### config.mk
export PLATFORM = sky130hd
export DESIGN_NAME = coin_store_greedy_change_unit_flat
export DESIGN_NICKNAME = d
export VERILOG_FILES = /design/src/design/csgc_pkg.sv /design/src/design/csgc_in_if.sv /design/src/design/csgc_out_if.sv /design/src/design/coin_store_greedy_change_unit.sv /design/src/design/csgc_mul_unit.sv /design/src/flat_wrapper.sv
export SDC_FILE = /design/constraint.sdc
export NUM_CORES = 2
export LEC_CHECK = 0
export BUFFER_PORTS_ARGS = -buffer_cell sky130_fd_sc_hd__buf_2
export CORE_ASPECT_RATIO = 0.8
export CORE_MARGIN = 8
export CORE_UTILIZATION = 40
export DETAILED_ROUTE_END_ITERATION = 12
export GPL_ROUTABILITY_DRIVEN = 1
export PLACE_DENSITY_LB_ADDON = 0.08
export SLEW_MARGIN = 20
export SYNTH_ARGS = -nofsm -noshare
export SYNTH_HDL_FRONTEND = slang
export SYNTH_HIERARCHICAL = 1
export SYNTH_SLANG_ARGS = --single-unit
### constraint.sdc
create_clock -name clk_i -period 11.44 [get_ports clk_i]
set_input_delay 2.288 -clock clk_i [delete_from_list [all_inputs] [get_ports clk_i]]
set_output_delay 2.288 -clock clk_i [all_outputs]
set_load 0.02 [all_outputs]
### src/design/csgc_pkg.sv
// Package for the coin store with greedy change: item and result types,
// command and status codes, coin constants and the helpers that decode them.
// No dependencies; every other design file uses it by scoped names.
package csgc_pkg;

  localparam int CENTS_W     = 23;  // width of any amount in cents
  localparam int MB          = 22;  // width of the constant operand of the multiplier
  localparam int QW          = 21;  // width of a greedy quotient, amount / 5 < 2^21
  localparam int RECIP_SHIFT = 24;  // scale of the reciprocal constants
  localparam int NUM_COINS   = 4;

  localparam logic [2:0] CMD_DEPOSIT_ONE = 3'd0;
  localparam logic [2:0] CMD_DEPOSIT_CNT = 3'd1;
  localparam logic [2:0] CMD_TAKE_ONE    = 3'd2;
  localparam logic [2:0] CMD_TAKE_AMOUNT = 3'd3;
  localparam logic [2:0] CMD_EMPTY       = 3'd4;

  localparam logic [2:0] ST_OK        = 3'd0;
  localparam logic [2:0] ST_UNKNOWN   = 3'd1;
  localparam logic [2:0] ST_EXHAUSTED = 3'd2;
  localparam logic [2:0] ST_TOO_MUCH  = 3'd3;
  localparam logic [2:0] ST_INEXACT   = 3'd4;

  localparam logic [1:0] IDX_FIFTY  = 2'd0;
  localparam logic [1:0] IDX_TWENTY = 2'd1;
  localparam logic [1:0] IDX_TEN    = 2'd2;
  localparam logic [1:0] IDX_FIVE   = 2'd3;
  localparam logic [1:0] IDX_LAST   = 2'd3;

  typedef struct packed {
    logic [2:0]         cmd;
    logic [7:0]         coin_cents;
    logic [7:0]         add_fifty;
    logic [7:0]         add_twenty;
    logic [7:0]         add_ten;
    logic [7:0]         add_five;
    logic [CENTS_W-1:0] amount_cents;
  } item_t;

  typedef struct packed {
    logic [2:0]         status;
    logic [CENTS_W-1:0] paid_cents;
    logic [CENTS_W-1:0] total_cents;
  } result_t;

  typedef enum logic [1:0] {
    MUL_VALUE,    // operand times the coin value
    MUL_RECIP,    // operand times the reciprocal of the divisor
    MUL_DIVISOR   // operand times the divisor
  } mul_op_e;

  typedef struct packed {
    mul_op_e    op;
    logic [1:0] idx;
  } mul_req_t;

  typedef struct packed {
    logic       hit;
    logic [1:0] idx;
  } slot_t;

  function automatic logic [5:0] coin_value(input logic [1:0] idx);
    logic [5:0] v;
    case (idx)
      IDX_FIFTY:  v = 6'd50;
      IDX_TWENTY: v = 6'd20;
      IDX_TEN:    v = 6'd10;
      default:    v = 6'd5;
    endcase
    return v;
  endfunction

  // a / 50 is (a >> 1) / 25, a / 20 is (a >> 2) / 5, a / 10 is (a >> 1) / 5.
  function automatic logic [1:0] div_shift(input logic [1:0] idx);
    logic [1:0] s;
    case (idx)
      IDX_FIFTY:  s = 2'd1;
      IDX_TWENTY: s = 2'd2;
      IDX_TEN:    s = 2'd1;
      default:    s = 2'd0;
    endcase
    return s;
  endfunction

  function automatic logic [4:0] div_by(input logic [1:0] idx);
    logic [4:0] d;
    case (idx)
      IDX_FIFTY: d = 5'd25;
      default:   d = 5'd5;
    endcase
    return d;
  endfunction

  // floor(2^24 / d): the estimate it gives is the quotient or one below it.
  function automatic logic [MB-1:0] div_recip(input logic [1:0] idx);
    logic [MB-1:0] m;
    case (idx)
      IDX_FIFTY: m = 22'd671088;
      default:   m = 22'd3355443;
    endcase
    return m;
  endfunction

  function automatic slot_t coin_slot(input logic [7:0] cents);
    slot_t s;
    s.hit = 1'b1;
    case (cents)
      8'd50:   s.idx = IDX_FIFTY;
      8'd20:   s.idx = IDX_TWENTY;
      8'd10:   s.idx = IDX_TEN;
      8'd5:    s.idx = IDX_FIVE;
      default: begin
        s.hit = 1'b0;
        s.idx = IDX_FIFTY;
      end
    endcase
    return s;
  endfunction

endpackage

### src/design/csgc_in_if.sv
// Input channel of the coin store: valid, ready and one command word.
// Depends on csgc_pkg for the word type.
interface csgc_in_if;
  logic            valid;
  logic            ready;
  csgc_pkg::item_t data;

  modport source (output valid, output data, input ready);
  modport sink   (input valid, input data, output ready);
endinterface

### src/design/csgc_out_if.sv
// Output channel of the coin store: valid, ready and one result word.
// Depends on csgc_pkg for the word type.
interface csgc_out_if;
  logic              valid;
  logic              ready;
  csgc_pkg::result_t data;

  modport source (output valid, output data, input ready);
  modport sink   (input valid, input data, output ready);
endinterface

### src/design/coin_store_greedy_change_unit.sv
// Coin store with greedy change. It keeps saturating counts of 50, 20, 10 and
// 5 cent coins and takes one command word at a time; every command gives one
// result word with a status, the cents paid and the new stored total. A
// word is taken only while the block is idle, and a finished result waits in
// an output register, so the next word may enter before it is collected.
// Every command is paced by the one shared multiplier: the stored total
// takes a product and an accumulate step per coin type, and each greedy step
// of taking an amount runs through reciprocal estimate, back-multiply,
// correction, coin value product and update. The counts are cleared at reset
// and need no clearing pass.
// Depends on csgc_pkg, csgc_in_if, csgc_out_if and csgc_mul_unit.
module coin_store_greedy_change_unit #(
  parameter int COUNT_BITS = 16
) (
  input  logic              clk_i,
  input  logic              rst_ni,
  csgc_in_if.sink           in_i,
  csgc_out_if.source        out_o
);

  localparam int CENTS_W = csgc_pkg::CENTS_W;
  localparam int QW      = csgc_pkg::QW;
  localparam int RS      = csgc_pkg::RECIP_SHIFT;
  localparam int AW      = (COUNT_BITS > CENTS_W) ? COUNT_BITS : CENTS_W;
  localparam int PW      = AW + csgc_pkg::MB;
  localparam int TW      = COUNT_BITS + 8;
  localparam int CW      = (TW > CENTS_W) ? TW : CENTS_W;

  typedef enum logic [3:0] {
    S_IDLE,
    S_UPDATE,
    S_TOT_MUL,
    S_TOT_ACC,
    S_EVAL,
    S_DIV_MUL,
    S_DIV_EST,
    S_DIV_FIX,
    S_TAKE_MUL,
    S_TAKE_ACC,
    S_TAKE_END,
    S_WRITE
  } state_e;

  state_e               state_q;
  logic [1:0]           idx_q;
  csgc_pkg::item_t      item_q;
  logic [COUNT_BITS-1:0] count_q [csgc_pkg::NUM_COINS];
  logic [TW-1:0]        acc_q;
  logic [CENTS_W-1:0]   left_q;
  logic [CENTS_W-1:0]   paid_q;
  logic [QW-1:0]        qest_q;
  logic [QW-1:0]        take_q;
  logic [2:0]           status_q;
  logic                 out_valid_q;
  csgc_pkg::result_t    out_data_q;

  csgc_pkg::mul_req_t   mul_req_w;
  logic [AW-1:0]        mul_a_w;
  logic [PW-1:0]        prod_w;
  logic [CENTS_W-1:0]   x_w;
  logic [QW-1:0]        qfix_w;
  logic [CENTS_W-1:0]   rem_w;
  csgc_pkg::slot_t      slot_w;

  function automatic logic [COUNT_BITS-1:0] sat_add(input logic [COUNT_BITS-1:0] c,
                                                    input logic [7:0] more);
    logic [COUNT_BITS:0] s;
    s = {1'b0, c} + (COUNT_BITS+1)'(more);
    return s[COUNT_BITS] ? {COUNT_BITS{1'b1}} : s[COUNT_BITS-1:0];
  endfunction

  assign x_w    = left_q >> csgc_pkg::div_shift(idx_q);
  assign rem_w  = x_w - prod_w[CENTS_W-1:0];
  assign qfix_w = (rem_w >= CENTS_W'(csgc_pkg::div_by(idx_q))) ? qest_q + QW'(1) : qest_q;
  assign slot_w = csgc_pkg::coin_slot(item_q.coin_cents);

  always_comb begin
    mul_req_w.idx = idx_q;
    case (state_q)
      S_DIV_MUL: begin
        mul_req_w.op = csgc_pkg::MUL_RECIP;
        mul_a_w      = AW'(x_w);
      end
      S_DIV_EST: begin
        mul_req_w.op = csgc_pkg::MUL_DIVISOR;
        mul_a_w      = AW'(prod_w[RS +: QW]);
      end
      S_TAKE_MUL: begin
        mul_req_w.op = csgc_pkg::MUL_VALUE;
        mul_a_w      = AW'(take_q);
      end
      default: begin
        mul_req_w.op = csgc_pkg::MUL_VALUE;
        mul_a_w      = AW'(count_q[idx_q]);
      end
    endcase
  end

  csgc_mul_unit #(
    .A_W (AW)
  ) u_mul (
    .clk_i  (clk_i),
    .req_i  (mul_req_w),
    .a_i    (mul_a_w),
    .prod_o (prod_w)
  );

  always_ff @(posedge clk_i or negedge rst_ni) begin
    if (!rst_ni) begin
      state_q     <= S_IDLE;
      idx_q       <= '0;
      out_valid_q <= 1'b0;
      for (int i = 0; i < csgc_pkg::NUM_COINS; i++) begin
        count_q[i] <= '0;
      end
    end else begin
      // In the write state the output flag is handled below.
      if (out_o.ready && state_q != S_WRITE) begin
        out_valid_q <= 1'b0;
      end
      case (state_q)
        S_IDLE: begin
          if (in_i.valid) begin
            item_q   <= in_i.data;
            status_q <= csgc_pkg::ST_OK;
            paid_q   <= '0;
            acc_q    <= '0;
            idx_q    <= '0;
            if (in_i.data.cmd == csgc_pkg::CMD_TAKE_AMOUNT ||
                in_i.data.cmd == csgc_pkg::CMD_EMPTY) begin
              state_q <= S_TOT_MUL;
            end else begin
              state_q <= S_UPDATE;
            end
          end
        end
        S_UPDATE: begin
          case (item_q.cmd)
            csgc_pkg::CMD_DEPOSIT_ONE: begin
              if (slot_w.hit) begin
                count_q[slot_w.idx] <= sat_add(count_q[slot_w.idx], 8'd1);
              end else begin
                status_q <= csgc_pkg::ST_UNKNOWN;
              end
            end
            csgc_pkg::CMD_DEPOSIT_CNT: begin
              count_q[csgc_pkg::IDX_FIFTY]  <= sat_add(count_q[csgc_pkg::IDX_FIFTY],
                                                       item_q.add_fifty);
              count_q[csgc_pkg::IDX_TWENTY] <= sat_add(count_q[csgc_pkg::IDX_TWENTY],
                                                       item_q.add_twenty);
              count_q[csgc_pkg::IDX_TEN]    <= sat_add(count_q[csgc_pkg::IDX_TEN],
                                                       item_q.add_ten);
              count_q[csgc_pkg::IDX_FIVE]   <= sat_add(count_q[csgc_pkg::IDX_FIVE],
                                                       item_q.add_five);
            end
            csgc_pkg::CMD_TAKE_ONE: begin
              if (!slot_w.hit) begin
                status_q <= csgc_pkg::ST_UNKNOWN;
              end else if (count_q[slot_w.idx] == '0) begin
                status_q <= csgc_pkg::ST_EXHAUSTED;
              end else begin
                count_q[slot_w.idx] <= count_q[slot_w.idx] - COUNT_BITS'(1);
              end
            end
            default: begin
            end
          endcase
          state_q <= S_TOT_MUL;
        end
        S_TOT_MUL: begin
          state_q <= S_TOT_ACC;
        end
        S_TOT_ACC: begin
          acc_q <= acc_q + TW'(prod_w);
          idx_q <= idx_q + 2'd1;
          if (idx_q == csgc_pkg::IDX_LAST) begin
            state_q <= S_EVAL;
          end else begin
            state_q <= S_TOT_MUL;
          end
        end
        S_EVAL: begin
          case (item_q.cmd)
            csgc_pkg::CMD_EMPTY: begin
              paid_q <= CENTS_W'(acc_q);
              acc_q  <= '0;
              for (int i = 0; i < csgc_pkg::NUM_COINS; i++) begin
                count_q[i] <= '0;
              end
              state_q <= S_WRITE;
            end
            csgc_pkg::CMD_TAKE_AMOUNT: begin
              if (CW'(item_q.amount_cents) > CW'(acc_q)) begin
                status_q <= csgc_pkg::ST_TOO_MUCH;
                state_q  <= S_WRITE;
              end else begin
                left_q  <= item_q.amount_cents;
                idx_q   <= '0;
                state_q <= S_DIV_MUL;
              end
            end
            default: begin
              state_q <= S_WRITE;
            end
          endcase
        end
        S_DIV_MUL: begin
          state_q <= S_DIV_EST;
        end
        S_DIV_EST: begin
          qest_q  <= prod_w[RS +: QW];
          state_q <= S_DIV_FIX;
        end
        S_DIV_FIX: begin
          // Never take more coins of this type than the store holds.
          if (AW'(qfix_w) > AW'(count_q[idx_q])) begin
            take_q <= QW'(count_q[idx_q]);
          end else begin
            take_q <= qfix_w;
          end
          state_q <= S_TAKE_MUL;
        end
        S_TAKE_MUL: begin
          count_q[idx_q] <= count_q[idx_q] - COUNT_BITS'(take_q);
          state_q        <= S_TAKE_ACC;
        end
        S_TAKE_ACC: begin
          left_q <= left_q - prod_w[CENTS_W-1:0];
          paid_q <= paid_q + prod_w[CENTS_W-1:0];
          idx_q  <= idx_q + 2'd1;
          if (idx_q == csgc_pkg::IDX_LAST) begin
            state_q <= S_TAKE_END;
          end else begin
            state_q <= S_DIV_MUL;
          end
        end
        S_TAKE_END: begin
          if (left_q != '0) begin
            status_q <= csgc_pkg::ST_INEXACT;
          end
          acc_q   <= acc_q - TW'(paid_q);
          state_q <= S_WRITE;
        end
        S_WRITE: begin
          // Hold the result until the output register is free.
          if (!out_valid_q || out_o.ready) begin
            out_data_q.status      <= status_q;
            out_data_q.paid_cents  <= paid_q;
            out_data_q.total_cents <= CENTS_W'(acc_q);
            out_valid_q            <= 1'b1;
            state_q                <= S_IDLE;
          end
        end
        default: begin
          state_q <= S_IDLE;
        end
      endcase
    end
  end

  assign in_i.ready  = (state_q == S_IDLE);
  assign out_o.valid = out_valid_q;
  assign out_o.data  = out_data_q;

endmodule

### src/design/csgc_mul_unit.sv
// Shared registered multiplier of the coin store. It picks the constant
// operand (coin value, reciprocal or divisor) from the request.
// Depends on csgc_pkg.
module csgc_mul_unit #(
  parameter int A_W = 23
) (
  input  logic                        clk_i,
  input  csgc_pkg::mul_req_t          req_i,
  input  logic [A_W-1:0]              a_i,
  output logic [A_W+csgc_pkg::MB-1:0] prod_o
);

  localparam int MB = csgc_pkg::MB;

  logic [MB-1:0]     b_w;
  logic [A_W+MB-1:0] prod_q;

  always_comb begin
    case (req_i.op)
      csgc_pkg::MUL_VALUE:   b_w = MB'(csgc_pkg::coin_value(req_i.idx));
      csgc_pkg::MUL_RECIP:   b_w = csgc_pkg::div_recip(req_i.idx);
      csgc_pkg::MUL_DIVISOR: b_w = MB'(csgc_pkg::div_by(req_i.idx));
      default:               b_w = '0;
    endcase
  end

  always_ff @(posedge clk_i) begin
    prod_q <= {{MB{1'b0}}, a_i} * {{A_W{1'b0}}, b_w};
  end

  assign prod_o = prod_q;

endmodule

### src/flat_wrapper.sv
// flat-port wrapper written by rule: the top's interface ports become plain ports
module coin_store_greedy_change_unit_flat 
#(
  parameter int COUNT_BITS = 16
)
  (clk_i, rst_ni, in_i_valid, in_i_data, in_i_ready, out_o_valid, out_o_data, out_o_ready);
  csgc_in_if in_i_i ();
  csgc_out_if out_o_i ();
  input  logic clk_i;
  input  logic rst_ni;
  input wire logic [$bits(in_i_i.valid)-1:0] in_i_valid;
  input wire logic [$bits(in_i_i.data)-1:0] in_i_data;
  output wire logic [$bits(in_i_i.ready)-1:0] in_i_ready;
  output wire logic [$bits(out_o_i.valid)-1:0] out_o_valid;
  output wire logic [$bits(out_o_i.data)-1:0] out_o_data;
  input wire logic [$bits(out_o_i.ready)-1:0] out_o_ready;
  assign in_i_i.valid = in_i_valid;
  assign in_i_i.data = in_i_data;
  assign in_i_ready = in_i_i.ready;
  assign out_o_valid = out_o_i.valid;
  assign out_o_data = out_o_i.data;
  assign out_o_i.ready = out_o_ready;
  coin_store_greedy_change_unit #(.COUNT_BITS(COUNT_BITS)) u_core (.clk_i(clk_i), .rst_ni(rst_ni), .in_i(in_i_i), .out_o(out_o_i));
endmodule
# --- Word level (Yosys, flattened, before mapping) ---
# Cells that the tools add are included.
word_totals:
  wordCells: 191
  inputBits: 70
  register_bits: 346
  out_inout_bits: 51
classes:
  n_shift: 1
  magnitude_cmp: 7
  reduce_logical: 32
  add_sub_neg: 14
  n_eq_ne: 41
  mux: 68
  n_mul: 1
  bitwise: 2
op_table:
  columns: ["operator", "n"]
  rows:
  - ["64-bit case mux with 3 select lines", 2]
  - ["64-bit 2-to-1 mux", 4]
  - ["64-bit bitwise mux", 3]
  - ["16-bit 2-to-1 mux", 12]
  - ["23-bit case mux with 3 select lines", 2]
  - ["24-bit case mux with 4 select lines", 1]
  - ["23-bit 2-to-1 mux", 4]
  - ["16-bit by 8-bit adder with 17-bit output", 4]
  - ["22-bit case mux with 3 select lines", 1]
  - ["16-bit binary-select mux with 2-bit select", 2]
  - ["16-bit demux with 2-bit select", 2]
  - ["24-bit 2-to-1 mux", 2]
  - ["4-bit case mux with 12 select lines", 1]
  - ["23-bit case mux with 2 select lines", 1]
  - ["23-bit subtractor", 2]
  - ["23-bit by 22-bit multiplier with 45-bit output", 1]
  - ["24-bit adder", 1]
  - ["23-bit by 24-bit > comparator with 1-bit output", 1]
  - ["3-bit 2-to-1 mux", 8]
  - ["24-bit by 23-bit subtractor with 24-bit output", 1]
  - ["23-bit adder", 1]
  - ["23-bit by 5-bit greater-or-equal comparator with 1-bit output", 1]
  - ["23-bit nonzero test", 1]
  - ["23-bit by 2-bit right shift with 23-bit output", 1]
  - ["56 further kinds", 107]

# --- Depth between registers and ports, before layout ---
logic_depth:
  ltp_word: 12
  mapped_depth: 42
  mapped_depth_nobuf: 35

# --- By module ---
# The synthesis kept the hierarchy.
by_module_without_submodules:
  columns: ["module", "n_inst", "cells_each", "seq_area_each_um2", "area_each_um2"]
  rows:
  - ["coin_store_greedy_change_unit", 1, 2719, 8683.3, 24613.6]
  - ["csgc_mul_unit", 1, 1525, 900.9, 14551.5]

# --- Worst setup path after synthesis ---
# No wires, ideal clock.
synth_timing:
  kind: "register to register"
  from: "reg u_core.idx_q[1]"
  to: "reg u_core.u_mul.prod_q[42] (netlist: u_core/u_mul/prod_o[42])"
  period_less_slack_ns: 9.358
  required_ns: 11.318
  n_path_buf: 5
  setup_slack_ns: 2.082
  setup_ns: 0.122
  stages_incl_launch_ff: 37
  t_arrival_ns: 9.237
  cell_sequence: "dfrtp_1 -> buf_1 -> clkbuf_1 -> inv_1 -> ha_1 -> buf_2 -> nor2_1 -> clkbuf_1 -> mux2i_1 -> a21oi_1 -> nand2_1 -> nand2_1 -> nand2_1 -> xnor2_1 -> nor2_1 -> ha_1 -> or2_2 -> fa_1 -> inv_1 -> fa_1 -> inv_1 -> fa_1 -> fa_1 -> fa_1 -> inv_1 -> fa_1 -> inv_1 -> ha_1 -> buf_4 -> a21oi_2 -> o21ai_1 -> or3_1 -> or3_4 -> a31oi_4 -> a211o_2 -> nand2_2 -> o311a_1"
synth_via:
  elab_chain_cells: 6
  word_cells_on_any_way: 16
  classes_between: "mul: 1; eq/ne: 2; shift: 1; mux: 9; bitwise: 1; reduce/logical: 2"
synth_lines:
  columns: ["element", "line_no", "rtl"]
  rows:
  - ["start, declared", "coin_store_greedy_change_unit.sv:45", "logic [1:0] idx_q;"]
  - ["start signal, assigned", "coin_store_greedy_change_unit.sv:175", "idx_q <= idx_q + 2'd1;"]
  - ["start signal, assigned", "coin_store_greedy_change_unit.sv:230", "idx_q <= idx_q + 2'd1;"]
  - ["2-bit equality test, or another cell as far along", "csgc_pkg.sv:76", "case (idx)"]
  - ["2-bit OR reduction (no line) or 16-bit binary-select mux with 2-bit select (tied branches)", null, null]
  - ["2-bit case mux with 2 select lines or 16-bit 2-to-1 mux (tied branches)", "csgc_pkg.sv:76, coin_store_greedy_change_unit.sv:94", null]
  - ["23-bit by 2-bit right shift with 23-bit output or 16-bit 2-to-1 mux (tied branches)", "coin_store_greedy_change_unit.sv:72, coin_store_greedy_change_unit.sv:94", null]
  - ["23-bit case mux with 3 select lines *", "coin_store_greedy_change_unit.sv:79", "case (state_q)"]
  - ["via u_core.mul_a_w[1]", "coin_store_greedy_change_unit.sv:58", "logic [AW-1:0] mul_a_w;"]
  - ["23-bit by 22-bit multiplier with 45-bit output *", "csgc_mul_unit.sv:28", "prod_q <= {{MB{1'b0}}, a_i} * {{A_W{1'b0}}, b_w};"]
  - ["end signal, assigned", "csgc_mul_unit.sv:28", null]
  - ["end, declared", "csgc_mul_unit.sv:16", "logic [A_W+MB-1:0] prod_q;"]
# Mark *: on every way through the listed nets, which the timed path passes. The rest lies on a longest branch. The select of a mux whose other input is x is not followed.
# A chain may end at the register's enable or synchronous reset.

# --- Worst setup path in the final report ---
layout_timing:
  from: "reg u_core.idx_q[0]"
  to: "reg u_core.u_mul.prod_q[37] (netlist: u_core/u_mul/prod_o[37])"
# The elaborated chain is that of the path after synthesis.

==> flow_summary_export.csv <==
group,metric,value,unit
sta,hold_viol,0,
job,max_cap_viol_count,0,
synth,synth.top_cells.by_count,"inv_1 (559), nand2_1 (438), ha_1 (407)",
worst_setup_path,cp.arrival,10520,ps
clocking,ctsResizeCount,0,
floorplan,fp.coreArea,0.09687,sq mm
grt,grt_max_degree,67,
floorplan,row_count,102,
synth,yosysUniqueCellTypes,119,
sta,rsz0062_at_grt,"no",
sta,fin_setup_tns,0,ps
run_status,outcome,"finished, final reports clean",
synth,synth-main-ff-cell,"edfxtp_1",
worst_setup_path,crit_path_frequent_cell,"fa_1",
worst_setup_path,cp_max_fo,26,
grt,grt_pass1_wl,203700,microns
finish,area_delta_synth_final,8.658,%
synth,yosys.area.top_type,"edfxtp_1",
sta,drv_slew,0,
finish,fin_cells,5634,
sta,slew_headroom,22.77,%
clocking,cts_buffers,39,
clocking,post-cts-setup-buffer-count,0,
worst_setup_path,crit_family,"adder cells",
routing,wl,134300,microns
power_and_ir_drop,p_leak,0.01944,uW
routing,avgRoutedWirePerCell,23.84,microns
sta,max_freq,99.30,MHz
sta,clock_skew,27.79,ps
routing,met2_length,56860,microns
routing,via_count,32290,
placement,dp.cells,5558,
synth,yosysMostFrequentCell,"inv_1",
grt,antenna_found_initial,3,
worst_setup_path,cp-end-kind,"register",
power_and_ir_drop,p_per_area,213.7,mW/mm^2
worst_setup_path,slowest_stage,"fa_1",
synth,synth_xor_area_share,4.741,%
sta,period_minus_slack,10070,ps
synth,synth-seq-cells,346,
placement,io_buffers,120,
power_and_ir_drop,ir_drop,0.1606,mV
synth,synth_compound_area_share,16.75,%
routing,wl_met3,11460,microns
floorplan,initial_core_util,40.43,%
synth,async_reset_ff_share,20.52,%
worst_setup_path,critical_path_required,11890,ps
placement,place.detailed.hpwl,107800,microns
worst_setup_path,cp-start-kind,"register",
floorplan,dieArea,0.1082,sq mm
routing,via_per_inst,5.731,
grt,grt_pass1_vias,31900,
synth,synth_edf_count,230,
clocking,cts_buffer_depth,3,
grt,grt.overflow.total,0,
routing,postRouteAntennaNets,0,
routing,first_pass_iters,8,
clocking,cts_sinks,346,
worst_setup_path,rr_worst_depth,31,
worst_setup_path,crit-reg2reg-launch,"u_core/idx_q[0]",
synth,netlist.area_leader.share,17.63,%
worst_setup_path,r2r-end,"u_core/u_mul/prod_o[37]",
synth,synth_fa_ha_area_share,29.87,%
routing,met1_length,62560,microns
synth,syn_inst,4244,
routing,drc_errors,0,
synth,synth.area.mux_share,2.837,%
worst_hold_path,min_path_cells,0,
worst_setup_path,crit_type,"register to register",
worst_hold_path,min-delay-start,"u_core/status_q[2]",
clocking,clkLatencyLatePin,590,ps
floorplan,die_h,295.9,microns
worst_setup_path,rrSetupSlack,1370,ps
worst_hold_path,whs_endpoint,"u_core/out_o.data[48]",
finish,drive_gt1_share,8.562,%
synth,syn_avg_cell_area,9.228,sq um
routing,drtIter0Drc,3107,
synth,ys_top_cells_by_area,"edfxtp_1 (18%), fa_1 (17%), ha_1 (13%)",
worst_hold_path,hold_path.class,"register to register",
floorplan,io_pins,121,
sta,hold_ws,450.2,ps
worst_setup_path,cp.buffers_inverters,7,
floorplan,dieWidth,365.8,microns
clocking,cts_tree,"yes",
clocking,cts_hold_buf,0,
finish,nets,5109,
sta,setup_violations,0,
worst_setup_path,slowest_delay,580,ps
synth,synth_area,0.03917,sq mm
clocking,cts.reportedPaths.clkPinSlew,70,ps
sta,finalCritPeriodShare,88.03,%
grt,grt_usage,24.30,%
synth,synth-simple-area-share,14.17,%
synth,synth_top_family_by_area,"adder cells",
synth,ys_seq_area_share,24.47,%
routing,highest_layer,"met5",
clocking,htreeDepth,2,
clocking,cts-root-buf,"clkbuf_16",
placement,routabilityCongestion,0.9606,
sta,worst_pin_slew,1150,ps
synth,synth.yosys.warnings,6,
[report_power, final]
group / switching [uW] / total, uW / leakage, uW / internal [uW]
clock network: 594 / 1320 / 0.000637 / 731
registers: 387 / 2010 / 0.00344 / 1630
logic: 3610 / 5750 / 0.0154 / 2140
total: 4590 / 9090 / 0.0194 / 4500
[routing by layer]
metal  vias up  GRT usage [%]
met5         -              0
met4         4          5.808
met3       195          5.896
met2      1186          36.65
met1     15900          35.07
li1      15000              -
[cells by family (layout without fill, tap and decap cells)]
| kind of cell | count (synthesis) | in the layout |
|---|---|---|
| AO/OA/AOI/OAI | 976 | 976 |
| adder cells (fa/ha/maj) | 737 | 737 |
| other | 1 | 6 |
| flip-flops | 346 | 346 |
| multiplexers | 86 | 86 |
| AND/OR/NAND/NOR | 1162 | 1162 |
| buffers and inverters | 724 | 809 |
| XOR/XNOR | 212 | 212 |
[per-stage QoR]
step / power [uW] / cell area, sq um / utilization [%] / setup WS, ps
2_1_floorplan: 5936 / 39180 / - / 2082
3_3_place_gp: 7701 / 41220 / 42.55 / 1686
3_5_place_dp: 7700 / 41220 / 42.55 / 1555
4_1_cts: 9065 / 42520 / 43.90 / 1493
5_1_grt: 9810 / 42550 / 43.93 / 922.7
6_report: 9093 / 42560 / 43.93 / 1369
[how the worst max path moves through the flow]
stage / start / endpoint / depth (start not counted)
detailed placement: u_core/idx_q[0] / u_core/u_mul/prod_o[39] / 31
global route: u_core/state_q[3] / u_core/u_mul/prod_o[42] / 32
floorplan: u_core/idx_q[1] / u_core/u_mul/prod_o[42] / 36
CTS: u_core/idx_q[0] / u_core/u_mul/prod_o[39] / 31
global placement: u_core/idx_q[0] / u_core/u_mul/prod_o[39] / 31
finish: u_core/idx_q[0] / u_core/u_mul/prod_o[37] / 31
[final cells by class]
type                            instances  area (sq um)
Fill cell                            9552         54310
Multi-Input combinational cell       3178         26910
Sequential cell                       346          9584
Inverter                              560          2102
Tap cell                             1300          1627
Clock buffer                           47          1080
Timing Repair Buffer                  177          1031
Clock inverter                         25         224.0
Antenna cell                            1         2.502
[layout by cell type, fill, tap and decap left out, types with 23 or more instances in the layout]
master	instances
mux2i_1	51
buf_2	119
nand2b_1	40
nor3_1	72
or3_1	28
dfrtp_1	71
xor2_1	69
o21ai_0	213
buf_4	55
ha_1	407
o22ai_1	44
a22oi_1	39
and3_1	34
nor2b_1	35
nand3_1	59
fa_1	330
dfxtp_1	45
o21a_1	28
nand2_1	436
a21oi_1	230
a21o_1	74
a222oi_1	26
clkbuf_16	42
edfxtp_1	230
and2_1	34
nand4_1	38
a211oi_1	25
a221oi_1	23
a31oi_1	28
xnor2_1	143
o211ai_1	29
inv_1	559
nor3b_1	27
nor2_1	252
Note: power is estimated with default switching activity, not from simulation.
